<file path="config.mk">
export PLATFORM = sky130hd
export DESIGN_NAME = motor_rumble_ramp_envelope_top_flat
export DESIGN_NICKNAME = d
export VERILOG_FILES = /design/src/hw/rtl/mre_pkg.sv /design/src/hw/rtl/mre_cmd_if.sv /design/src/hw/rtl/mre_lvl_if.sv /design/src/hw/rtl/mre_cfg_if.sv /design/src/hw/rtl/motor_rumble_ramp_envelope_top.sv /design/src/hw/rtl/mre_cfg.sv /design/src/hw/rtl/mre_serdiv.sv /design/src/flat_wrapper.sv
export VERILOG_INCLUDE_DIRS = /design/src /design/src/hw/rtl
export SDC_FILE = /design/constraint.sdc
export NUM_CORES = 2
export LEC_CHECK = 0
export BUFFER_PORTS_ARGS = -buffer_cell sky130_fd_sc_hd__buf_2
export CORE_UTILIZATION = 50
export CTS_BUF_LIST = sky130_fd_sc_hd__clkbuf_4
export CTS_CLUSTER_DIAMETER = 150
export DETAILED_ROUTE_END_ITERATION = 12
export HOLD_SLACK_MARGIN = 0.1
export PLACE_DENSITY = 0.67
export SYNTH_ARGS = -nofsm -noshare
export SYNTH_HDL_FRONTEND = slang
export SYNTH_SLANG_ARGS = --single-unit
</file>
<file path="constraint.sdc">
create_clock -name clk -period 13.8 [get_ports clk]
set_input_delay 0.69 -clock clk [delete_from_list [all_inputs] [get_ports clk]]
set_output_delay 0.69 -clock clk [all_outputs]
set_load 0.01 [all_outputs]
</file>
<file path="src/hw/rtl/motor_rumble_ramp_envelope_top_assert.svh">
// ----------------------------------------------------------------------------
// Rumble envelope assertion macros
// Shared concurrent assertion forms for the rumble envelope RTL.
// ----------------------------------------------------------------------------
`ifndef MOTOR_RUMBLE_RAMP_ENVELOPE_TOP_ASSERT_SVH
`define MOTOR_RUMBLE_RAMP_ENVELOPE_TOP_ASSERT_SVH

// Same-cycle implication, disabled during reset.
`define MRE_ASSERT_IMP(name, clk, rst_n, ante, cons, msg) \
    name: assert property (@(posedge clk) disable iff (!rst_n) (ante) |-> (cons)) \
        else $error(msg);

// Next-cycle implication, disabled during reset.
`define MRE_ASSERT_NXT(name, clk, rst_n, ante, cons, msg) \
    name: assert property (@(posedge clk) disable iff (!rst_n) (ante) |=> (cons)) \
        else $error(msg);

`endif

</file>
<file path="src/hw/rtl/mre_pkg.sv">
// ----------------------------------------------------------------------------
// Rumble envelope package
// Widths, codes and shared types of the rumble envelope generator.
// ----------------------------------------------------------------------------
package mre_pkg;

    localparam int TIME_W    = 48;
    localparam int LEN_W     = 32;
    localparam int LVL_W     = 8;
    localparam int PERIOD_W  = 24;
    localparam int NUM_W     = LVL_W + LEN_W + 1;
    localparam int PROD_W    = LVL_W + LEN_W;
    localparam int DIV_STEPS = LVL_W + 1;
    localparam int DIV_CNT_W = $clog2(DIV_STEPS + 1);
    localparam int CFG_IDX_W = 1;
    localparam int CFG_DAT_W = PERIOD_W;

    localparam logic [PERIOD_W-1:0] PERIOD_RESET = 24'd50000;
    localparam logic [LVL_W-1:0]    LVL_MAX      = 8'd255;

    typedef enum logic [CFG_IDX_W-1:0] {
        CFG_DEVICE_MOUNTED = 1'b0,
        CFG_UPDATE_PERIOD  = 1'b1
    } cfg_reg_t;

    typedef enum logic [0:0] {
        CMD_TICK    = 1'b0,
        CMD_VIBRATE = 1'b1
    } cmd_t;

    typedef enum logic [0:0] {
        CAUSE_REFRESH = 1'b0,
        CAUSE_VIBRATE = 1'b1
    } cause_t;

    typedef enum logic [2:0] {
        ST_IDLE,
        ST_EVAL,
        ST_MUL,
        ST_DIV,
        ST_EMIT
    } state_t;

    typedef struct packed {
        logic                mounted;
        logic [PERIOD_W-1:0] period;
    } cfg_t;

    typedef struct packed {
        logic             done;
        logic             sat;
        logic [LVL_W-1:0] quo;
    } div_res_t;

endpackage

</file>
<file path="src/hw/rtl/mre_cmd_if.sv">
// ----------------------------------------------------------------------------
// Rumble command channel
// Valid/ready channel carrying tick and vibrate items.
// ----------------------------------------------------------------------------
interface mre_cmd_if import mre_pkg::*; ();

    logic                    valid;
    logic                    ready;
    logic                    command;
    logic [TIME_W-1:0]       time_us;
    logic [LVL_W-1:0]        start_level;
    logic signed [LVL_W-1:0] slope;
    logic [LEN_W-1:0]        duration_us;

    modport source (
        output valid, command, time_us, start_level, slope, duration_us,
        input  ready
    );

    modport sink (
        input  valid, command, time_us, start_level, slope, duration_us,
        output ready
    );

endinterface

</file>
<file path="src/hw/rtl/mre_lvl_if.sv">
// ----------------------------------------------------------------------------
// Rumble level channel
// Valid/ready channel carrying motor level results.
// ----------------------------------------------------------------------------
interface mre_lvl_if import mre_pkg::*; ();

    logic             valid;
    logic             ready;
    logic [LVL_W-1:0] motor_level;
    logic             cause;

    modport source (
        output valid, motor_level, cause,
        input  ready
    );

    modport sink (
        input  valid, motor_level, cause,
        output ready
    );

endinterface

</file>
<file path="src/hw/rtl/mre_cfg_if.sv">
// ----------------------------------------------------------------------------
// Rumble configuration channel
// Valid/ready write channel carrying a register index and write data.
// ----------------------------------------------------------------------------
interface mre_cfg_if import mre_pkg::*; ();

    logic                 valid;
    logic                 ready;
    logic [CFG_IDX_W-1:0] index;
    logic [CFG_DAT_W-1:0] data;

    modport source (
        output valid, index, data,
        input  ready
    );

    modport sink (
        input  valid, index, data,
        output ready
    );

endinterface

</file>
<file path="src/hw/rtl/motor_rumble_ramp_envelope_top.sv">
// ----------------------------------------------------------------------------
// Rumble envelope generator
// Tracks a linear rumble ramp per vibrate command and emits motor levels on
// vibrate start and on periodic refresh ticks.
// ----------------------------------------------------------------------------
//
//   channel  | dir | beat contents
//   ---------+-----+------------------------------------------------------
//   cmd_ch   | in  | command, time_us, start_level, slope, duration_us
//   lvl_ch   | out | motor_level, cause
//   cfg_ch   | in  | index (0 mount flag, 1 update period), data
//
// One item at a time: accept, evaluate, then for a ramp tick a multiply step,
// the serial divide and a finish step; a result then goes through the emit
// state. The next beat is taken only once the block is back in idle.
// rst_n clears control state asynchronously: stopped, level zero, period 50000.
// A held result does not block the next beat; only the hand-off into a
// still-full output register waits for lvl_ch.ready.
// ----------------------------------------------------------------------------
`include "motor_rumble_ramp_envelope_top_assert.svh"

module motor_rumble_ramp_envelope_top import mre_pkg::*;
(
    input  logic       clk,
    input  logic       rst_n,
    mre_cmd_if.sink    cmd_ch,
    mre_lvl_if.source  lvl_ch,
    mre_cfg_if.sink    cfg_ch
);

    cfg_t     cfg;
    div_res_t div_res;

    state_t state_reg, state_next;

    // Latched input beat.
    cmd_t                    cmd_reg;
    logic [TIME_W-1:0]       t_reg;
    logic [LVL_W-1:0]        start_reg;
    logic signed [LVL_W-1:0] slope_reg;
    logic [LEN_W-1:0]        dur_reg;

    // Envelope state.
    logic [TIME_W-1:0] now_reg,  now_next;
    logic [TIME_W-1:0] stop_reg, stop_next;
    logic [TIME_W-1:0] last_reg, last_next;
    logic [LEN_W-1:0]  len_reg,  len_next;
    logic [LVL_W-1:0]  base_reg, base_next;
    logic              neg_reg,  neg_next;
    logic              nz_reg,   nz_next;
    logic              stopped_reg, stopped_next;
    logic [LVL_W-1:0]  level_reg, level_next;

    // Per-tick working values.
    logic [LEN_W-1:0]  rem_reg, rem_next;
    logic              due_reg, due_next;
    cause_t            cause_reg, cause_next;

    // Output register.
    logic              out_valid_reg, out_valid_next;
    logic [LVL_W-1:0]  out_level_reg, out_level_next;
    cause_t            out_cause_reg, out_cause_next;

    logic              accept;
    logic [TIME_W-1:0] to_stop;
    logic [TIME_W-1:0] since_emit;
    logic              due_now;
    logic [LVL_W-1:0]  span;
    logic [PROD_W-1:0] prod;
    logic [NUM_W-1:0]  num;
    logic              div_start;

    mre_cfg u_cfg
    (
        .clk    (clk),
        .rst_n  (rst_n),
        .cfg_ch (cfg_ch),
        .cfg    (cfg)
    );

    mre_serdiv u_div
    (
        .clk   (clk),
        .rst_n (rst_n),
        .start (div_start),
        .num   (num),
        .len   (len_reg),
        .res   (div_res)
    );

    assign cmd_ch.ready = (state_reg == ST_IDLE);
    assign accept       = cmd_ch.valid && cmd_ch.ready;

    // Time arithmetic wraps at the time width.
    assign to_stop    = stop_reg - t_reg;
    assign since_emit = t_reg - last_reg;
    assign due_now    = since_emit > TIME_W'(cfg.period);

    // Rounded scale numerator: 2*span*rem + len.
    assign span = neg_reg ? base_reg : (LVL_MAX - base_reg);
    assign prod = PROD_W'(span) * PROD_W'(rem_reg);
    assign num  = {prod, 1'b0} + NUM_W'(len_reg);

    assign lvl_ch.valid       = out_valid_reg;
    assign lvl_ch.motor_level = out_level_reg;
    assign lvl_ch.cause       = out_cause_reg;

    // Hold the accepted beat for the evaluation steps.
    always_ff @(posedge clk)
    begin
        if (accept)
        begin
            cmd_reg   <= cmd_t'(cmd_ch.command);
            t_reg     <= cmd_ch.time_us;
            start_reg <= cmd_ch.start_level;
            slope_reg <= cmd_ch.slope;
            dur_reg   <= cmd_ch.duration_us;
        end
    end

    always_comb
    begin
        state_next     = state_reg;
        now_next       = now_reg;
        stop_next      = stop_reg;
        last_next      = last_reg;
        len_next       = len_reg;
        base_next      = base_reg;
        neg_next       = neg_reg;
        nz_next        = nz_reg;
        stopped_next   = stopped_reg;
        level_next     = level_reg;
        rem_next       = rem_reg;
        due_next       = due_reg;
        cause_next     = cause_reg;
        out_valid_next = out_valid_reg;
        out_level_next = out_level_reg;
        out_cause_next = out_cause_reg;
        div_start      = 1'b0;

        // Drop the output beat once the sink takes it.
        if (out_valid_reg && lvl_ch.ready)
        begin
            out_valid_next = 1'b0;
        end

        unique case (state_reg)
            ST_IDLE:
            begin
                if (accept)
                begin
                    state_next = ST_EVAL;
                end
            end

            ST_EVAL:
            begin
                if (cmd_reg == CMD_VIBRATE)
                begin
                    if (cfg.mounted)
                    begin
                        // Arm a new ramp and report the start level at once.
                        len_next     = dur_reg;
                        stop_next    = now_reg + TIME_W'(dur_reg);
                        neg_next     = slope_reg[LVL_W-1];
                        nz_next      = (slope_reg != '0);
                        base_next    = start_reg;
                        stopped_next = 1'b0;
                        level_next   = start_reg;
                        last_next    = now_reg;
                        cause_next   = CAUSE_VIBRATE;
                        state_next   = ST_EMIT;
                    end
                    else
                    begin
                        state_next = ST_IDLE;
                    end
                end
                else
                begin
                    // Tick: time always advances, even while unmounted.
                    now_next   = t_reg;
                    rem_next   = to_stop[LEN_W-1:0];
                    due_next   = due_now;
                    cause_next = CAUSE_REFRESH;
                    if (!cfg.mounted)
                    begin
                        state_next = ST_IDLE;
                    end
                    else if (!stopped_reg && nz_reg && (len_reg != '0)
                             && (t_reg < stop_reg))
                    begin
                        state_next = ST_MUL;
                    end
                    else
                    begin
                        // Stop time reached: drop to zero and stop the ramp.
                        if (!stopped_reg && (t_reg >= stop_reg))
                        begin
                            stopped_next = 1'b1;
                            level_next   = '0;
                        end
                        if (due_now)
                        begin
                            last_next  = t_reg;
                            state_next = ST_EMIT;
                        end
                        else
                        begin
                            state_next = ST_IDLE;
                        end
                    end
                end
            end

            ST_MUL:
            begin
                div_start  = 1'b1;
                state_next = ST_DIV;
            end

            ST_DIV:
            begin
                if (div_res.done)
                begin
                    // Saturate a quotient past full scale.
                    if (neg_reg)
                    begin
                        level_next = div_res.sat ? LVL_MAX : div_res.quo;
                    end
                    else
                    begin
                        level_next = div_res.sat ? '0 : (LVL_MAX - div_res.quo);
                    end
                    if (due_reg)
                    begin
                        last_next  = t_reg;
                        state_next = ST_EMIT;
                    end
                    else
                    begin
                        state_next = ST_IDLE;
                    end
                end
            end

            ST_EMIT:
            begin
                // Load the output register once it is free.
                if (!out_valid_reg || lvl_ch.ready)
                begin
                    out_valid_next = 1'b1;
                    out_level_next = level_reg;
                    out_cause_next = cause_reg;
                    state_next     = ST_IDLE;
                end
            end

            default:
            begin
                state_next = ST_IDLE;
            end
        endcase
    end

    always_ff @(posedge clk or negedge rst_n)
    begin
        if (!rst_n)
        begin
            state_reg     <= ST_IDLE;
            now_reg       <= '0;
            stop_reg      <= '0;
            last_reg      <= '0;
            base_reg      <= '0;
            neg_reg       <= 1'b0;
            nz_reg        <= 1'b0;
            stopped_reg   <= 1'b1;
            level_reg     <= '0;
            out_valid_reg <= 1'b0;
        end
        else
        begin
            state_reg     <= state_next;
            now_reg       <= now_next;
            stop_reg      <= stop_next;
            last_reg      <= last_next;
            base_reg      <= base_next;
            neg_reg       <= neg_next;
            nz_reg        <= nz_next;
            stopped_reg   <= stopped_next;
            level_reg     <= level_next;
            out_valid_reg <= out_valid_next;
        end
    end

    always_ff @(posedge clk)
    begin
        len_reg       <= len_next;
        rem_reg       <= rem_next;
        due_reg       <= due_next;
        cause_reg     <= cause_next;
        out_level_reg <= out_level_next;
        out_cause_reg <= out_cause_next;
    end

    `MRE_ASSERT_IMP(a_stopped_level_zero, clk, rst_n, stopped_reg, level_reg == '0, "nonzero level while stopped")
    `MRE_ASSERT_IMP(a_div_len_nonzero, clk, rst_n, state_reg == ST_DIV, len_reg != '0, "divide by zero length")
    `MRE_ASSERT_IMP(a_done_in_div, clk, rst_n, div_res.done, state_reg == ST_DIV, "divider result outside divide state")

endmodule

</file>
<file path="src/hw/rtl/mre_cfg.sv">
// ----------------------------------------------------------------------------
// Rumble configuration registers
// Holds the mount flag and the refresh period written over the config channel.
// ----------------------------------------------------------------------------
module mre_cfg import mre_pkg::*;
(
    input  logic         clk,
    input  logic         rst_n,
    mre_cfg_if.sink      cfg_ch,
    output cfg_t         cfg
);

    logic                mounted_reg;
    logic [PERIOD_W-1:0] period_reg;

    // Writes must arrive only while the block is idle; not enforced here, never stalled.
    assign cfg_ch.ready = 1'b1;

    always_ff @(posedge clk or negedge rst_n)
    begin
        if (!rst_n)
        begin
            mounted_reg <= 1'b0;
            period_reg  <= PERIOD_RESET;
        end
        else if (cfg_ch.valid && cfg_ch.ready)
        begin
            unique case (cfg_reg_t'(cfg_ch.index))
                CFG_DEVICE_MOUNTED: mounted_reg <= cfg_ch.data[0];
                CFG_UPDATE_PERIOD:  period_reg  <= cfg_ch.data[PERIOD_W-1:0];
            endcase
        end
    end

    assign cfg.mounted = mounted_reg;
    assign cfg.period  = period_reg;

endmodule

</file>
<file path="src/hw/rtl/mre_serdiv.sv">
// ----------------------------------------------------------------------------
// Rumble serial divider
// Restoring divider, one quotient bit per cycle; top bit flags saturation.
// ----------------------------------------------------------------------------
`include "motor_rumble_ramp_envelope_top_assert.svh"

module mre_serdiv import mre_pkg::*;
(
    input  logic             clk,
    input  logic             rst_n,
    input  logic             start,
    input  logic [NUM_W-1:0] num,
    input  logic [LEN_W-1:0] len,
    output div_res_t         res
);

    logic                 busy_reg;
    logic                 done_reg;
    logic [DIV_CNT_W-1:0] cnt_reg;
    logic [NUM_W-1:0]     rem_reg;
    logic [NUM_W-1:0]     dvs_reg;
    logic [DIV_STEPS-1:0] quo_reg;
    logic [NUM_W:0]       diff;
    logic                 take;

    // Trial subtract of the shifted divisor.
    assign diff = {1'b0, rem_reg} - {1'b0, dvs_reg};
    assign take = !diff[NUM_W];

    always_ff @(posedge clk or negedge rst_n)
    begin
        if (!rst_n)
        begin
            busy_reg <= 1'b0;
            done_reg <= 1'b0;
            cnt_reg  <= '0;
        end
        else
        begin
            done_reg <= 1'b0;
            if (start)
            begin
                busy_reg <= 1'b1;
                cnt_reg  <= DIV_CNT_W'(DIV_STEPS);
            end
            else if (busy_reg)
            begin
                cnt_reg <= cnt_reg - DIV_CNT_W'(1);
                if (cnt_reg == DIV_CNT_W'(1))
                begin
                    busy_reg <= 1'b0;
                    done_reg <= 1'b1;
                end
            end
        end
    end

    // Divisor is 2*len, aligned to the saturation bit at the start.
    always_ff @(posedge clk)
    begin
        if (start)
        begin
            rem_reg <= num;
            dvs_reg <= {len, 1'b0, {LVL_W{1'b0}}};
            quo_reg <= '0;
        end
        else if (busy_reg)
        begin
            if (take)
            begin
                rem_reg <= diff[NUM_W-1:0];
            end
            dvs_reg <= dvs_reg >> 1;
            quo_reg <= {quo_reg[DIV_STEPS-2:0], take};
        end
    end

    assign res.done = done_reg;
    assign res.sat  = quo_reg[DIV_STEPS-1];
    assign res.quo  = quo_reg[LVL_W-1:0];

    `MRE_ASSERT_IMP(a_start_when_free, clk, rst_n, start, !busy_reg, "divider restarted while busy")
    `MRE_ASSERT_IMP(a_busy_count, clk, rst_n, busy_reg, cnt_reg != '0, "busy divider with no steps left")
    `MRE_ASSERT_NXT(a_done_pulse, clk, rst_n, done_reg, !done_reg && !busy_reg, "done held past one cycle")

endmodule

</file>
<file path="src/flat_wrapper.sv">
// flat-port wrapper written by rule: the top's interface ports become plain ports
module motor_rumble_ramp_envelope_top_flat import mre_pkg::*;
  (clk, rst_n, cmd_ch_valid, cmd_ch_command, cmd_ch_time_us, cmd_ch_start_level, cmd_ch_slope, cmd_ch_duration_us, cmd_ch_ready, lvl_ch_valid, lvl_ch_motor_level, lvl_ch_cause, lvl_ch_ready, cfg_ch_valid, cfg_ch_index, cfg_ch_data, cfg_ch_ready);
  mre_cmd_if cmd_ch_i ();
  mre_lvl_if lvl_ch_i ();
  mre_cfg_if cfg_ch_i ();
  input  logic clk;
  input  logic rst_n;
  input wire logic [$bits(cmd_ch_i.valid)-1:0] cmd_ch_valid;
  input wire logic [$bits(cmd_ch_i.command)-1:0] cmd_ch_command;
  input wire logic [$bits(cmd_ch_i.time_us)-1:0] cmd_ch_time_us;
  input wire logic [$bits(cmd_ch_i.start_level)-1:0] cmd_ch_start_level;
  input wire logic [$bits(cmd_ch_i.slope)-1:0] cmd_ch_slope;
  input wire logic [$bits(cmd_ch_i.duration_us)-1:0] cmd_ch_duration_us;
  output wire logic [$bits(cmd_ch_i.ready)-1:0] cmd_ch_ready;
  output wire logic [$bits(lvl_ch_i.valid)-1:0] lvl_ch_valid;
  output wire logic [$bits(lvl_ch_i.motor_level)-1:0] lvl_ch_motor_level;
  output wire logic [$bits(lvl_ch_i.cause)-1:0] lvl_ch_cause;
  input wire logic [$bits(lvl_ch_i.ready)-1:0] lvl_ch_ready;
  input wire logic [$bits(cfg_ch_i.valid)-1:0] cfg_ch_valid;
  input wire logic [$bits(cfg_ch_i.index)-1:0] cfg_ch_index;
  input wire logic [$bits(cfg_ch_i.data)-1:0] cfg_ch_data;
  output wire logic [$bits(cfg_ch_i.ready)-1:0] cfg_ch_ready;
  assign cmd_ch_i.valid = cmd_ch_valid;
  assign cmd_ch_i.command = cmd_ch_command;
  assign cmd_ch_i.time_us = cmd_ch_time_us;
  assign cmd_ch_i.start_level = cmd_ch_start_level;
  assign cmd_ch_i.slope = cmd_ch_slope;
  assign cmd_ch_i.duration_us = cmd_ch_duration_us;
  assign cmd_ch_ready = cmd_ch_i.ready;
  assign lvl_ch_valid = lvl_ch_i.valid;
  assign lvl_ch_motor_level = lvl_ch_i.motor_level;
  assign lvl_ch_cause = lvl_ch_i.cause;
  assign lvl_ch_i.ready = lvl_ch_ready;
  assign cfg_ch_i.valid = cfg_ch_valid;
  assign cfg_ch_i.index = cfg_ch_index;
  assign cfg_ch_i.data = cfg_ch_data;
  assign cfg_ch_ready = cfg_ch_i.ready;
  motor_rumble_ramp_envelope_top u_core (.clk(clk), .rst_n(rst_n), .cmd_ch(cmd_ch_i), .lvl_ch(lvl_ch_i), .cfg_ch(cfg_ch_i));
endmodule
</file>
==> out/metrics.cfg <==
[timing]
finalHoldViolations = 0
period_needed_ns = 8.74
max_freq_mhz = 114
slew_viol_final = 0
maxSlewHeadroom_pct = 23.2
setup-tns-final_ns = 0
finalSetupViolCount = 0
rsz0062_at_grt = no
fin_worst_skew_ns = 0.0926
holdWs_ns = 0.356
worst_pin_slew_ns = 1.15
fin_crit_sh_pct = 63.3

[place]
place_congestion = 0.920
post-dp-hpwl_um = 67200
numPortBuffers = 137

[cts]
cts.path.max_buffers = 3
clkSinkCount = 461
clockRootBuffer = clkbuf_4
htreeDepth = 4
clkLatencyLatePin_ns = 1.00
cts_buffers = 130
cts_hold_buffers = 125
cts_tree = built
cts_setup_buffers = 0
clk_pin_slew_ns = 0.07
cts_resized = 0

[job]
drv_cap = 0

[global_route]
antenna_found_initial = 3
first_global_vias = 28400
grt_max_degree = 101
grt_pass1_wl_um = 145000
overflow = 0
grt_usage_pct = 24.4

[min_path]
hp-class = primary input to asynchronous set/reset pin

[floorplan]
die_h_um = 273
start_util_pct = 50.5
row_count = 99
boundaryPins = 139
dieArea_mm2 = 0.0748
core_region_area_mm2 = 0.0730
die_x_um = 273

[synth]
postSynthAreaPerCell_um2 = 9.60
yosysWarnings = 0
synthFlopType = edfxtp_1
syn_nets = 4470
synth_area_mm2 = 0.0368
ys_seq_area_share_pct = 34.4
synth_seq_cells = 461
postSynthCellCount = 3838
synth-edff-count = 245
synth_cell_type_count = 79
async_flop_share_pct = 43.0

[critical_path]
r2r_slack_ns = 5.06
cp-start-kind = flip-flop
endpoint_kind = flip-flop
critPathSlowestCell = fa_1
cp.required_ns = 14.46
cp.arrival_ns = 9.40
max_stage_delay_ns = 0.56
reg2reg_depth = 30
critical_path_class = flip-flop to flip-flop
crit_path_start = u_core.neg_reg
crit_fanout = 32
r2r-end = u_core.u_div.rem_reg[40]
reg2reg_from = u_core.neg_reg
path_common_cell = fa_1
crit_end = u_core.u_div.rem_reg[40]

[final_layout]
drive_above_1_share_pct = 11.6
most-common-layout-cells = inv_1 (442), nand2_1 (382), ha_1 (320)
syn_to_final_growth_pct = 12.8
final_nets = 4769
multi_input_area_mm2 = 0.0222
final_common_cell = inv_1
regArea_mm2 = 0.0127
n_fill_cell = 6451

[run_status]
outcome = completed

[route]
detailroute.via_count = 27900
drcViolationCount = 0
wl_per_cell_um = 17.2
dr.pass1.iters = 7
ant_nets = 0
drt-vias-per-instance = 5.37
drtIter0Drc = 1547
wl_um = 89600

==> area by class of cell <==
type / count / share of cell area, %
clock inverters: 49 / 0.732
flip-flops and latches: 461 / 30.5
clock buffers: 189 / 3.41
multi-input cells: 2816 / 53.3
diodes: 2 / 0.0120
well taps: 959 / 2.89
repair buffers: 285 / 5.10
inverters: 443 / 4.00
==> metal layers <==
layer | GRT usage, % | up-vias | part of all wire, %
li1 | - | 13900 | -
met1 | 32.0 | 13300 | 46
met2 | 39.7 | 570 | 46
met3 | 4.96 | 163 | 4.8
met4 | 9.35 | 2 | 2.9
met5 | 0 | - | 0.010
==> worst min-delay path by stage <==
| stage | from | to | slack [ns] | cells past startpoint |
|---|---|---|---|---|
| CTS | rst_n | u_core.now_reg[39] | 0.29 | 2 |
| global route | cmd_ch_time_us[38] | u_core.t_reg[38] | 0.34 | 2 |
| detailed placement | u_core.cause_reg | u_core.lvl_ch.cause | 0.41 | 0 |
| finish | rst_n | u_core.now_reg[39] | 0.36 | 2 |
| global placement | u_core.cause_reg | u_core.lvl_ch.cause | 0.41 | 0 |
| floorplan | rst_n | u_core.base_reg[0] | 0.39 | 0 |
==> synth_stat cells (12+ instances only) <==
cell	instances	area [um2]
nor4_1	20	125
nand4_1	39	244
edfxtp_1	245	7360
a21oi_1	251	1260
a21o_1	124	931
mux2_2	80	901
xor2_1	87	762
dfxtp_1	18	360
and3_1	30	188
dfrtp_1	191	4780
ha_1	320	4000
o21ai_0	182	911
nand2b_1	32	200
o211ai_1	17	128
a31oi_1	29	181
inv_1	443	1660
a211oi_1	29	218
or3_1	12	75.1
xnor2_1	134	1170
nor3_1	42	210
o21a_1	29	218
mux2i_1	115	1150
clkbuf_1	104	390
and2_1	195	1220
nand2_1	385	1450
nor2_1	176	661
nand3_1	92	460
nor2b_1	31	194
o31ai_1	17	128
fa_1	185	3700
o21bai_1	41	308
==> critical path: cells and delay by family (launching register included) <==
kind / cells / cell delay, ns
adders and majority gates: 6 / 2.71
DFF: 1 / 0.33
buffers and inverters: 4 / 0.79
AOI/OAI and AO/OA: 10 / 2.79
xor gates and xnor gates: 3 / 0.45
and+or+nand+nor: 7 / 1.35
==> cell families after synthesis <==
family | count (synthesis) | synth area share, %
and+or+nand+nor | 1091 | 14.4
AOI/OAI and AO/OA | 801 | 13.6
buffers and inverters | 561 | 5.77
adders and majority gates | 505 | 20.9
DFF | 461 | 34.4
xor gates and xnor gates | 221 | 5.25
muxes | 197 | 5.63
other | 1 | 0.0102
==> stage by stage <==
step	cell area [um2]	utilization, %	setup slack, ns	instances
after floorplan	36800	-	5.52	3838
after global placement	38600	52.9	5.27	4839
after detailed placement	38600	52.9	5.16	4839
after CTS	41500	56.9	5.12	5202
after global routing	41500	56.9	4.49	5203
final	41500	56.9	5.06	5204
Power is not shown: default switching activity piles up to over one toggle a cycle in this logic, so the estimate is an artifact.
